**src/hw/rtl/lru_pkg.sv**
```systemverilog
`timescale 1ns / 1ps

package lru_pkg;

	localparam int MAX_FRAMES_DEF = 16;
	localparam int CFG_W          = 5;
	localparam int PAGE_W         = 8;
	localparam int FRAME_IDX_W    = 4;
	localparam int CNT_W          = 32;

	localparam logic [CFG_W-1:0] FRAMES_RESET = 5'd4;

	typedef struct packed {
		logic load;
		logic step;
		logic commit;
	} lru_cmd_t;

	typedef struct packed {
		logic scan_last;
		logic out_free;
	} lru_stat_t;

endpackage

```
**src/hw/rtl/lru_ctrl.sv**
```systemverilog
`timescale 1ns / 1ps

module lru_ctrl (
	input  logic              clk,
	input  logic              arst_n,
	input  logic              in_valid,
	output logic              in_ready,
	input  lru_pkg::lru_stat_t stat,
	output lru_pkg::lru_cmd_t  cmd
);

	localparam logic [1:0] ST_IDLE  = 2'd0;
	localparam logic [1:0] ST_SCAN  = 2'd1;
	localparam logic [1:0] ST_WRITE = 2'd2;

	logic [1:0] state_q;
	logic [1:0] state_d;

	always_ff @(posedge clk or negedge arst_n) begin
		if (!arst_n) begin
			state_q <= ST_IDLE;
		end else begin
			state_q <= state_d;
		end
	end

	always_comb begin
		state_d    = state_q;
		in_ready   = 1'b0;
		cmd.load   = 1'b0;
		cmd.step   = 1'b0;
		cmd.commit = 1'b0;
		case (state_q)
			ST_IDLE: begin
				in_ready = 1'b1;
				if (in_valid) begin
					cmd.load = 1'b1;
					state_d  = ST_SCAN;
				end
			end
			ST_SCAN: begin
				cmd.step = 1'b1;
				if (stat.scan_last) begin
					state_d = ST_WRITE;
				end
			end
			ST_WRITE: begin
				// wait until the result register can take the item
				if (stat.out_free) begin
					cmd.commit = 1'b1;
					state_d    = ST_IDLE;
				end
			end
			default: begin
				state_d = ST_IDLE;
			end
		endcase
	end

endmodule

```
**src/hw/rtl/lru_datapath.sv**
```systemverilog
`timescale 1ns / 1ps

module lru_datapath #(
	parameter int MAX_FRAMES = lru_pkg::MAX_FRAMES_DEF
) (
	input  logic                            clk,
	input  logic                            arst_n,
	input  logic                            cfg_valid,
	input  logic [lru_pkg::CFG_W-1:0]       frames_in_use,
	input  logic [lru_pkg::PAGE_W-1:0]      reference_page,
	input  lru_pkg::lru_cmd_t               cmd,
	output lru_pkg::lru_stat_t              stat,
	output logic                            out_valid,
	input  logic                            out_ready,
	output logic                            hit,
	output logic [lru_pkg::FRAME_IDX_W-1:0] frame_index,
	output logic                            evicted_valid,
	output logic [lru_pkg::PAGE_W-1:0]      evicted_page,
	output logic [lru_pkg::CNT_W-1:0]       fault_total,
	output logic [lru_pkg::CNT_W-1:0]       hit_total
);

	localparam int IDX_W = (MAX_FRAMES > 1) ? $clog2(MAX_FRAMES) : 1;
	localparam int LIM_W = 7;
	localparam logic [IDX_W-1:0] RANK_CEIL = IDX_W'(MAX_FRAMES - 1);

	// configuration and active frame limit
	logic [lru_pkg::CFG_W-1:0] frames_q;
	logic [LIM_W-1:0]          cfg_ext;
	logic [LIM_W-1:0]          lim;
	logic [IDX_W-1:0]          last_idx;

	always_ff @(posedge clk or negedge arst_n) begin
		if (!arst_n) begin
			frames_q <= lru_pkg::FRAMES_RESET;
		end else if (cfg_valid) begin
			frames_q <= frames_in_use;
		end
	end

	assign cfg_ext = LIM_W'(frames_q);

	always_comb begin
		if (cfg_ext == '0) begin
			lim = '0;
		end else if (cfg_ext >= LIM_W'(MAX_FRAMES)) begin
			lim = LIM_W'(MAX_FRAMES - 1);
		end else begin
			lim = cfg_ext - LIM_W'(1);
		end
	end

	assign last_idx = lim[IDX_W-1:0];

	// frame storage
	logic [lru_pkg::PAGE_W-1:0] page_mem [MAX_FRAMES];
	logic [MAX_FRAMES-1:0]      valid_q;
	logic [IDX_W-1:0]           rank_q [MAX_FRAMES];

	// scan state
	logic [lru_pkg::PAGE_W-1:0] page_q;
	logic [IDX_W-1:0]           idx_q;
	logic                       found_q;
	logic                       free_q;
	logic [IDX_W-1:0]           hit_idx_q;
	logic [IDX_W-1:0]           hit_rank_q;
	logic [IDX_W-1:0]           free_idx_q;
	logic [IDX_W-1:0]           best_rank_q;
	logic [IDX_W-1:0]           best_idx_q;
	logic [lru_pkg::PAGE_W-1:0] best_page_q;

	logic [lru_pkg::PAGE_W-1:0] rd_page;
	logic [IDX_W-1:0]           rd_rank;
	logic                       rd_valid;

	assign rd_page  = page_mem[idx_q];
	assign rd_rank  = rank_q[idx_q];
	assign rd_valid = valid_q[idx_q];

	always_ff @(posedge clk or negedge arst_n) begin
		if (!arst_n) begin
			idx_q   <= '0;
			found_q <= 1'b0;
			free_q  <= 1'b0;
		end else if (cmd.load) begin
			idx_q   <= '0;
			found_q <= 1'b0;
			free_q  <= 1'b0;
		end else if (cmd.step) begin
			idx_q <= idx_q + IDX_W'(1);
			if (!found_q && rd_valid && rd_page == page_q) begin
				found_q <= 1'b1;
			end
			if (!free_q && !rd_valid) begin
				free_q <= 1'b1;
			end
		end
	end

	always_ff @(posedge clk) begin
		if (cmd.load) begin
			page_q      <= reference_page;
			best_rank_q <= '0;
			best_idx_q  <= '0;
			// with all ranks equal the first frame is the victim
			best_page_q <= page_mem[0];
		end else if (cmd.step) begin
			if (!found_q && rd_valid && rd_page == page_q) begin
				hit_idx_q  <= idx_q;
				hit_rank_q <= rd_rank;
			end
			if (!free_q && !rd_valid) begin
				free_idx_q <= idx_q;
			end
			if (rd_rank > best_rank_q) begin
				best_rank_q <= rd_rank;
				best_idx_q  <= idx_q;
				best_page_q <= rd_page;
			end
		end
	end

	assign stat.scan_last = (idx_q == last_idx);
	assign stat.out_free  = !out_valid || out_ready;

	// commit decisions
	logic [IDX_W-1:0] sel_idx;
	logic [IDX_W-1:0] old_rank;
	logic             age_all;
	logic             evict;

	always_comb begin
		age_all = 1'b0;
		if (found_q) begin
			sel_idx  = hit_idx_q;
			old_rank = hit_rank_q;
		end else if (free_q) begin
			sel_idx  = free_idx_q;
			old_rank = '0;
			// a new page is younger than every resident
			age_all  = 1'b1;
		end else begin
			sel_idx  = best_idx_q;
			old_rank = best_rank_q;
		end
	end

	assign evict = !found_q && !free_q;

	for (genvar j = 0; j < MAX_FRAMES; j++) begin : g_frame
		logic age_en;

		assign age_en = (IDX_W'(j) <= last_idx) && valid_q[j]
			&& (age_all || rank_q[j] < old_rank) && (rank_q[j] < RANK_CEIL);

		always_ff @(posedge clk or negedge arst_n) begin
			if (!arst_n) begin
				valid_q[j] <= 1'b0;
				rank_q[j]  <= '0;
			end else if (cmd.commit) begin
				if (IDX_W'(j) == sel_idx) begin
					valid_q[j] <= 1'b1;
					rank_q[j]  <= '0;
				end else if (age_en) begin
					rank_q[j] <= rank_q[j] + IDX_W'(1);
				end
			end
		end
	end

	always_ff @(posedge clk) begin
		if (cmd.commit && !found_q) begin
			page_mem[sel_idx] <= page_q;
		end
	end

	// saturating counters
	logic [lru_pkg::CNT_W-1:0] fault_cnt_q;
	logic [lru_pkg::CNT_W-1:0] hit_cnt_q;
	logic [lru_pkg::CNT_W-1:0] fault_nxt;
	logic [lru_pkg::CNT_W-1:0] hit_nxt;

	always_comb begin
		fault_nxt = fault_cnt_q;
		hit_nxt   = hit_cnt_q;
		if (found_q) begin
			if (hit_cnt_q != '1) begin
				hit_nxt = hit_cnt_q + lru_pkg::CNT_W'(1);
			end
		end else begin
			if (fault_cnt_q != '1) begin
				fault_nxt = fault_cnt_q + lru_pkg::CNT_W'(1);
			end
		end
	end

	always_ff @(posedge clk or negedge arst_n) begin
		if (!arst_n) begin
			fault_cnt_q <= '0;
			hit_cnt_q   <= '0;
		end else if (cmd.commit) begin
			fault_cnt_q <= fault_nxt;
			hit_cnt_q   <= hit_nxt;
		end
	end

	// result register
	logic                             out_valid_q;
	logic                             hit_q;
	logic [lru_pkg::FRAME_IDX_W-1:0]  frame_idx_q;
	logic                             ev_valid_q;
	logic [lru_pkg::PAGE_W-1:0]       ev_page_q;
	logic [lru_pkg::CNT_W-1:0]        fault_tot_q;
	logic [lru_pkg::CNT_W-1:0]        hit_tot_q;
	logic [IDX_W+lru_pkg::FRAME_IDX_W-1:0] sel_ext;

	assign sel_ext = {{lru_pkg::FRAME_IDX_W{1'b0}}, sel_idx};

	always_ff @(posedge clk or negedge arst_n) begin
		if (!arst_n) begin
			out_valid_q <= 1'b0;
		end else if (cmd.commit) begin
			out_valid_q <= 1'b1;
		end else if (out_ready) begin
			out_valid_q <= 1'b0;
		end
	end

	always_ff @(posedge clk) begin
		if (cmd.commit) begin
			hit_q       <= found_q;
			frame_idx_q <= sel_ext[lru_pkg::FRAME_IDX_W-1:0];
			ev_valid_q  <= evict;
			ev_page_q   <= evict ? best_page_q : '0;
			fault_tot_q <= fault_nxt;
			hit_tot_q   <= hit_nxt;
		end
	end

	assign out_valid     = out_valid_q;
	assign hit           = hit_q;
	assign frame_index   = frame_idx_q;
	assign evicted_valid = ev_valid_q;
	assign evicted_page  = ev_page_q;
	assign fault_total   = fault_tot_q;
	assign hit_total     = hit_tot_q;

endmodule

```
**src/hw/rtl/lru_page_replacement.sv**
```systemverilog
// a new item is accepted only once the previous one is committed; the frames are scanned
// one per cycle through a single read port, then the write state commits the update and
// loads the result register, and it waits while the previous result waits for out_ready
// reset (async, active low): valid bits, ranks, counters and result valid clear,
// frames_in_use returns to 4; frame pages keep whatever they hold
`timescale 1ns / 1ps

module lru_page_replacement #(
	parameter int MAX_FRAMES = lru_pkg::MAX_FRAMES_DEF
) (
	input  logic                            clk,
	input  logic                            arst_n,
	input  logic                            cfg_valid,
	output logic                            cfg_ready,
	input  logic [lru_pkg::CFG_W-1:0]       frames_in_use,
	input  logic                            in_valid,
	output logic                            in_ready,
	input  logic [lru_pkg::PAGE_W-1:0]      reference_page,
	output logic                            out_valid,
	input  logic                            out_ready,
	output logic                            hit,
	output logic [lru_pkg::FRAME_IDX_W-1:0] frame_index,
	output logic                            evicted_valid,
	output logic [lru_pkg::PAGE_W-1:0]      evicted_page,
	output logic [lru_pkg::CNT_W-1:0]       fault_total,
	output logic [lru_pkg::CNT_W-1:0]       hit_total
);

	lru_pkg::lru_cmd_t  cmd;
	lru_pkg::lru_stat_t stat;

	assign cfg_ready = 1'b1;

	lru_ctrl u_ctrl (
		.clk      (clk),
		.arst_n   (arst_n),
		.in_valid (in_valid),
		.in_ready (in_ready),
		.stat     (stat),
		.cmd      (cmd)
	);

	lru_datapath #(
		.MAX_FRAMES (MAX_FRAMES)
	) u_datapath (
		.clk            (clk),
		.arst_n         (arst_n),
		.cfg_valid      (cfg_valid),
		.frames_in_use  (frames_in_use),
		.reference_page (reference_page),
		.cmd            (cmd),
		.stat           (stat),
		.out_valid      (out_valid),
		.out_ready      (out_ready),
		.hit            (hit),
		.frame_index    (frame_index),
		.evicted_valid  (evicted_valid),
		.evicted_page   (evicted_page),
		.fault_total    (fault_total),
		.hit_total      (hit_total)
	);

endmodule

```
**config.mk**
```make
export PLATFORM = sky130hd
export DESIGN_NAME = lru_page_replacement
export DESIGN_NICKNAME = d
export VERILOG_FILES = /design/src/hw/rtl/lru_pkg.sv /design/src/hw/rtl/lru_ctrl.sv /design/src/hw/rtl/lru_datapath.sv /design/src/hw/rtl/lru_page_replacement.sv
export SDC_FILE = /design/constraint.sdc
export NUM_CORES = 1
export LEC_CHECK = 0
export BUFFER_PORTS_ARGS = -buffer_cell sky130_fd_sc_hd__buf_2
export CAP_MARGIN = 40
export CORE_MARGIN = 2
export CORE_UTILIZATION = 24
export DETAILED_ROUTE_END_ITERATION = 10
export HOLD_SLACK_MARGIN = 0.03
export PLACE_DENSITY = 0.47
export SLEW_MARGIN = 0
export SYNTH_ARGS = -nofsm -noshare
export SYNTH_HDL_FRONTEND = slang
export SYNTH_SLANG_ARGS = --single-unit
```
**constraint.sdc**
```tcl
create_clock -name clk -period 5.83 [get_ports clk]
set_input_delay 0.8745 -clock clk [delete_from_list [all_inputs] [get_ports clk]]
set_output_delay 0.8745 -clock clk [all_outputs]
set_load 0.1 [all_outputs]
```
==> results.md, run 1 <==
- Share of the synthesized area in the top cell type: 36.0%
- Worst min path class: primary input to async pin
- Global-route wire length before repair: 79600 um
- Via count: 12783
- Post-Synthesis Cells: 1550
- Total die area: 83600 um2
- CTS tree: yes
- Worst R2R Start: u_datapath.idx_q[0]
- Row cnt: 104
- Worst R2R Path Depth: 8
- # diodes: 0
- Top FF cell, synth: edfxtp_1
- Global Route Usage Sum: 12.4%
- I/O pins: 99
- CTS resizes: 0
- RR Endpoint: u_datapath.best_page_q[6]
- Endpoint type of the worst setup path: register
- Share of cells above drive strength 1: 18.3%
- # DRC: 0
- Clk Latency, worst-skew pair: 0.58 ns
- WL per Instance: 18.5 um
- Die H: 289 um
- CP Class: register to register
- Unrepaired setup endpoints after global routing: no
- Post-synth cell types: 75
- Top cell type by total area after synthesis: edfxtp_1
- CP Launch Type: register
- DR vias/cell: 4.62
- Clock Sinks: 400
- Status: finished clean
- Total Wirelength: 51300 um
- Grt total ovfl: 0
- Syn_nets: 1641
- Comb pwr share: 29.3%
- Detail Route Antenna Nets: 0
- Largest cells by area after synthesis: edfxtp_1 (36%), dfrtp_1 (20%), mux4_2 (5.5%)
- Clock buffer depth: 3
- Register share of total power: 39.4%
- Post-route setup TNS: 0 ns
- Synth-to-layout area growth: 17.7%
- Slew @ Worst Pin: 0.889 ns
- Switching Fraction: 34.4%
- Initial Utilization: 24.2%
- Initial antenna violation count: 1
- Syn. warnings: 0
- Initial DRC Count: 812
- Crit-path max FO: 22
- Core area: 80500 um2
- Placed insts: 2688
- Max-cap viol count: 0
- Setup Viol. Count Final: 0
- Final nets: 1765
- Lkg Pwr: 0.00861 uW
- Synthesis-stage register bit count: 400
- Internal power: 5930 uW
- H-Tree Depth: 2
- Adder-cell share of the synthesized area: 4.68%
- Mapped Avg Cell Area: 12.6 um2
- WP data required: 6.07 ns
- Die X: 289 um
- Relative slew margins: 40.6%
- Final Cycle Share: 70.7%
- Largest stage delay, worst path: 0.84 ns
- Number of global-route vias before repair: 13069
- Largest family of logic cells by synthesized area: simple AND/OR/NAND/NOR gates
- Root cell of the clock tree: clkbuf_16
- Mux cell area share after synthesis: 8.41%
- Clock-pin transition on the worst setup and hold timing paths: 0.06 ns
- CP Buf/Inv Count: 0
- Fmax achieved: 0.243 GHz
- Clock Skews: 0.0145 ns
- Final RePlAce weighted congestion: 0.827
- EDFF count, synth: 234
- Crit-path cells: mux4_2 > mux4_2 > ha_1 > nor2b_1 > o21a_1 > o21a_1 > o21ai_1 > nand2_1
- Net Switching: 3100 uW
- IO Port Bufs: 97
- R2R setup slack: 1.71 ns
- Pin count of the biggest net entering global routing: 68
- Cts bufs inserted: 44
- Pwr per Cell Area: 394 nW/um2
- Cell family with most CP delay: multiplexers
- Hold_buf cts: 0
- Synth Area in Compound Gates: 7.79%
- Non-Filler Instances: 2768
- Async SR Flop Fraction: 39.5%
- Post-Synth XOR/XNOR Area: 7.50%
- Post-Syn Area: 19500 um2
- Crit path max-delay cell type: dfrtp_2
- Max Slew Vio Count: 0
- Setup Fix Bufs, Post-CTS: 0
- Shortest period the worst path allows: 4.12 ns
- Simple-Gate Fraction of Synth Area: 12.5%
- Worst path arrival time: 4.36 ns
- Final hold violation count: 0
- Max VDD drop: 0.233 mV
- Number of detailed-route iterations in the first pass: 5
- DP Wirelength: 36200 um
- Sequential-to-total area share from yosys stat: 57.1%
- Clock power frac: 31.2%
power by group through the flow:
stage	combinational, uW	clock (uW)	sequential [uW]
2_1_floorplan	1760	0	3670
3_3_place_gp	2490	0	3690
3_5_place_dp	2660	0	3620
4_1_cts	2670	2910	3570
5_1_grt	2890	3010	3600
6_report	2650	2820	3560
worst max-delay path by stage:
stage,from,end,slack (ns),cells after the start
finish,u_datapath.idx_q[0],u_datapath.best_page_q[6],1.71,8
global route,u_datapath.idx_q[0],u_datapath.best_page_q[6],1.50,8
floorplan,out_ready,u_datapath.hit_cnt_q[30],1.43,7
CTS,u_datapath.idx_q[0],u_datapath.best_page_q[6],1.65,8
detailed placement,u_datapath.idx_q[0],u_datapath.best_page_q[0],1.67,8
global placement,u_datapath.idx_q[1],u_datapath.hit_rank_q[1],1.49,6
cell type report:
| cell class | instances | area (um2) |
|---|---|---|
| multi-input combinational | 1061 | 8000 |
| tap | 1060 | 1330 |
| fill | 8159 | 57600 |
| inverter | 28 | 108 |
| timing repair buffer | 139 | 916 |
| sequential | 400 | 11100 |
| clock buffer | 57 | 1200 |
| clock inverter | 23 | 258 |
cell usage after synthesis, types with 10 or more instances:
library cell,count
inv_1,25
nand4_1,25
ha_1,73
buf_2,15
mux2_2,19
nand3_1,78
o21ai_0,41
nor2_1,142
xor2_1,82
or3_1,15
nand2_1,105
o21ai_1,13
and2_1,14
a211oi_1,16
clkbuf_1,30
a21oi_1,30
mux2i_1,32
or2_2,18
mux4_2,48
dfrtp_1,157
buf_1,10
nor3_1,31
and3_1,14
o211ai_1,16
xnor2_1,85
a21o_1,36
edfxtp_1,234
nand2b_1,22
cell usage in the layout (no fill, tap or decap), types with 8 or more instances in the layout:
master,n
nand4_1,25
or3_1,15
and4_1,9
buf_4,28
and3_1,14
a211oi_1,16
o21ai_0,41
nand2_1,105
o21ai_1,13
or2_2,18
nand2b_1,22
xnor2_1,85
nor2b_1,9
clkbuf_16,45
mux4_2,48
xor2_1,82
clkbuf_1,9
dfrtp_1,154
buf_2,98
and2_1,14
nor2_1,142
a21oi_1,30
nand3_1,78
o21a_1,9
mux2_2,19
o211ai_1,16
dfxtp_1,8
a21o_1,36
edfxtp_1,234
inv_1,25
mux2i_1,32
nor3_1,28
ha_1,73
registers in the layout, summed over array words and instances (netlist names), 2 cells and up:
register                 count
u_datapath.hit_cnt_q        32
u_datapath.free_idx_q        4
u_datapath.idx_q             4
u_datapath.hit_rank_q        4
u_datapath.fault_total      32
u_datapath.rank_q           64
u_datapath.evicted_page      8
u_datapath.fault_cnt_q      32
u_datapath.frames_q          5
u_datapath.best_idx_q        4
u_ctrl.state_q               2
u_datapath.hit_total        32
u_datapath.best_rank_q       4
u_datapath.frame_index       4
u_datapath.hit_idx_q         4
u_datapath.page_q            8
u_datapath.valid_q          16
u_datapath.best_page_q       8
u_datapath.page_mem        128
cell families after synthesis:
logic type / Yosys count
AND/OR/NAND/NOR: 502
flip-flops: 400
AO/OA/AOI/OAI: 217
XOR/XNOR: 167
multiplexers: 101
buffers and inverters: 89
adder cells (fa/ha/maj): 73
other: 1
through the flow:
stage	utilization [%]	area (um2)	power, uW	hold slack [ns]	worst slack [ns]
final	28.5	23000	9030	0.246	1.71
after floorplan	-	19500	5430	0.443	1.43
after detailed placement	26.7	21500	6280	0.469	1.67
after global routing	28.5	23000	9500	0.268	1.50
after CTS	28.5	23000	9150	0.259	1.65
after global placement	26.4	21300	6180	0.459	1.49
routing by layer:
metal  global-route usage (%)  part of all wire [%]  vias to the layer above
li1                         -                     -                     5965
met2                     20.5                    47                      304
met1                     16.5                    45                     6421
met4                     3.92                   2.7                        2
met5                        0                 0.023                        -
met3                     2.16                   4.9                       91
Power figures use the tool's default switching activity.
==> run 2: changes to the inputs <==
--- a/config.mk
+++ b/config.mk
@@ -11,7 +11,7 @@
 export CORE_UTILIZATION = 24
 export DETAILED_ROUTE_END_ITERATION = 10
 export HOLD_SLACK_MARGIN = 0.03
-export PLACE_DENSITY = 0.47
+export PLACE_DENSITY = 0.48
 export SLEW_MARGIN = 0
 export SYNTH_ARGS = -nofsm -noshare
 export SYNTH_HDL_FRONTEND = slang
==> constraint.sdc (replaced) <==
create_clock -name clk -period 3.4 [get_ports clk]
set_input_delay 0.51 -clock clk [delete_from_list [all_inputs] [get_ports clk]]
set_output_delay 0.51 -clock clk [all_outputs]
set_load 0.1 [all_outputs]
==> run 2 against run 1 <==
  * Maximum frequency rose by 27%
  * Non-clock buffer count is 26 higher
  * Clock-buffer cell count fell by 3
  * First-iteration DRC count down 0.86%
==> results.md, run 2 (same netlist as run 1, synthesis figures left out) <==
- Status: finished clean
- Slew @ Worst Pin: 0.805 ns
- Relative slew margins: 46.4%
- Die X: 289 um
- Row cnt: 104
- Clock Skews: 0.0230 ns
- Clock buffer depth: 3
- Largest stage delay, worst path: 0.57 ns
- IO Port Bufs: 97
- CP Launch Type: register
- Worst R2R Path Depth: 10
- Non-Filler Instances: 2794
- Total die area: 83600 um2
- Share of cells above drive strength 1: 20.2%
- Max-cap viol count: 0
- Clock Sinks: 400
- Grt total ovfl: 0
- # DRC: 0
- Endpoint type of the worst setup path: register
- Synth-to-layout area growth: 19.6%
- Total Wirelength: 51400 um
- Cell family with most CP delay: multiplexers
- Crit-path max FO: 15
- Final Cell Area: 23300 um2
- Detail Route Antenna Nets: 0
- CTS tree: yes
- Crit path max-delay cell type: mux4_2
- Fmax achieved: 0.309 GHz
- Hold Crit Depth: 1
- Number of detailed-route iterations in the first pass: 5
- CP Buf/Inv Count: 2
- Shortest period the worst path allows: 3.23 ns
- WL per Instance: 18.4 um
- Initial antenna violation count: 3
- Clock-pin transition on the worst setup and hold timing paths: 0.06 ns
- Pwr per Cell Area: 697 nW/um2
- Hold endpoint: u_datapath.page_q[3]
- Most common cell after layout, fill and taps aside: edfxtp_1
- Final Cycle Share: 95.1%
- Post-route setup TNS: 0 ns
- Hold WS: 0.106 ns
- Max FFs per register: 128
- Die H: 289 um
- DP Wirelength: 35700 um
- Placed insts: 2713
- Placed cell area: 21700 um2
- Min-delay src: reference_page[3]
- Crit-path cells: buf_12 > mux4_2 > mux4_2 > ha_4 > nor2b_1 > o21a_1 > o21a_1 > o21ai_2 > buf_4 > nand2_8
- Core area: 80500 um2
- Global-route wire length before repair: 79100 um
- Initial DRC Count: 805
- Clk Latency, worst-skew pair: 0.58 ns
- Final hold violation count: 0
- Initial Utilization: 24.2%
- Max VDD drop: 0.350 mV
- Worst min path class: primary input to register
- Cts bufs inserted: 43
- Worst R2R Start: u_datapath.idx_q[0]
- WP data required: 3.71 ns
- RR Endpoint: u_datapath.best_page_q[7]
- Fin util: 29.0%
- Lkg Pwr: 0.00881 uW
- Setup Viol. Count Final: 0
- # diodes: 0
- Final nets: 1790
- Via count: 12868
- Final RePlAce weighted congestion: 0.834
- Root cell of the clock tree: clkbuf_16
- Most frequent cells in the layout: edfxtp_1 (234), dfrtp_1 (154), nor2_1 (142), nand2_1 (104), buf_2 (96)
- Global Route Usage Sum: 12.2%
- H-Tree Depth: 2
- DR vias/cell: 4.61
- Biggest register: u_datapath.page_mem
- Worst path arrival time: 3.55 ns
- Max Slew Vio Count: 0
- Unrepaired setup endpoints after global routing: no
- I/O pins: 99
- Number of global-route vias before repair: 13005
- Top Registers: u_datapath.page_mem: 128 flops, u_datapath.rank_q: 64 flops
- Pin count of the biggest net entering global routing: 83
- R2R setup slack: 0.17 ns
- CP Class: register to register
run 2: cell count changes in the layout (fill, tap and decap cells not counted), sizes merged:
cell	change
buf	+26
bufinv	+8
clkinv	-8
clkbuf	-3
clkinvlp	+2
clkdlybuf4s18	-1
dlygate4sd3	+1
inv	+1
run 2: area by class of cell:
| class | instances | area [um2] |
|---|---|---|
| fillers | 8120 | 57200 |
| flip-flops and latches | 400 | 11100 |
| multi-input cells | 1061 | 8030 |
| well taps | 1060 | 1330 |
| clock buffers | 54 | 1180 |
| repair buffers | 165 | 1070 |
| clock inverters | 26 | 482 |
| inverters | 28 | 108 |
run 2: power breakdown:
group	total, uW	switching, uW	leakage, uW	internal (uW)
combinational	4800	2980	0.00384	1820
clock	5430	2030	0.000802	3390
sequential	6030	405	0.00418	5620
total	16300	5420	0.00881	10800
run 2: what timing repair did:
action | 4_1_cts | 5_1_grt
buffers inserted | 0 | 0
endpoints found under the setup margin | 0 | 8
resized for setup | 0 | 1
hold buffers | 1 | 0
endpoints found under the hold margin | 27 | 0
run 2: per-layer routing:
layer  vias up  global-route usage, %  share of wire, %
met3        81                   1.90               4.1
met2       276                   20.6                49
li1       6035                      -                 -
met4         6                   3.48               2.4
met1      6470                   16.2                45
met5         -                      0             0.066
run 2: worst reg2reg max path, stage by stage (launching register included):
cell	delay [ns]
dfrtp_2	0.39
buf_12	0.18
mux4_2	0.58
mux4_2	0.55
ha_4	0.24
nor2b_1	0.13
o21a_1	0.17
o21a_1	0.17
o21ai_2	0.23
buf_4	0.25
nand2_8	0.09
run 2: how the worst max path moves through the flow:
stage	startpoint	depth (start not counted)	slack, ns	to
2_1_floorplan	u_datapath.idx_q[0]	13	-0.03	u_datapath.best_page_q[0]
6_report	u_datapath.idx_q[0]	10	0.17	u_datapath.best_page_q[7]
3_3_place_gp	u_datapath.idx_q[1]	9	0.15	u_datapath.best_page_q[2]
3_5_place_dp	u_datapath.idx_q[1]	7	0.11	u_datapath.hit_rank_q[0]
4_1_cts	u_datapath.idx_q[1]	9	0.1	u_datapath.best_page_q[7]
5_1_grt	u_datapath.idx_q[0]	13	0.05	u_datapath.best_page_q[7]
run 2: per-stage QoR:
step	power, uW	setup slack (ns)
floorplan	9450	-0.0285
global placement	10900	0.149
detailed placement	11000	0.107
CTS	16500	0.0955
global route	17000	0.0459
finish	16300	0.166
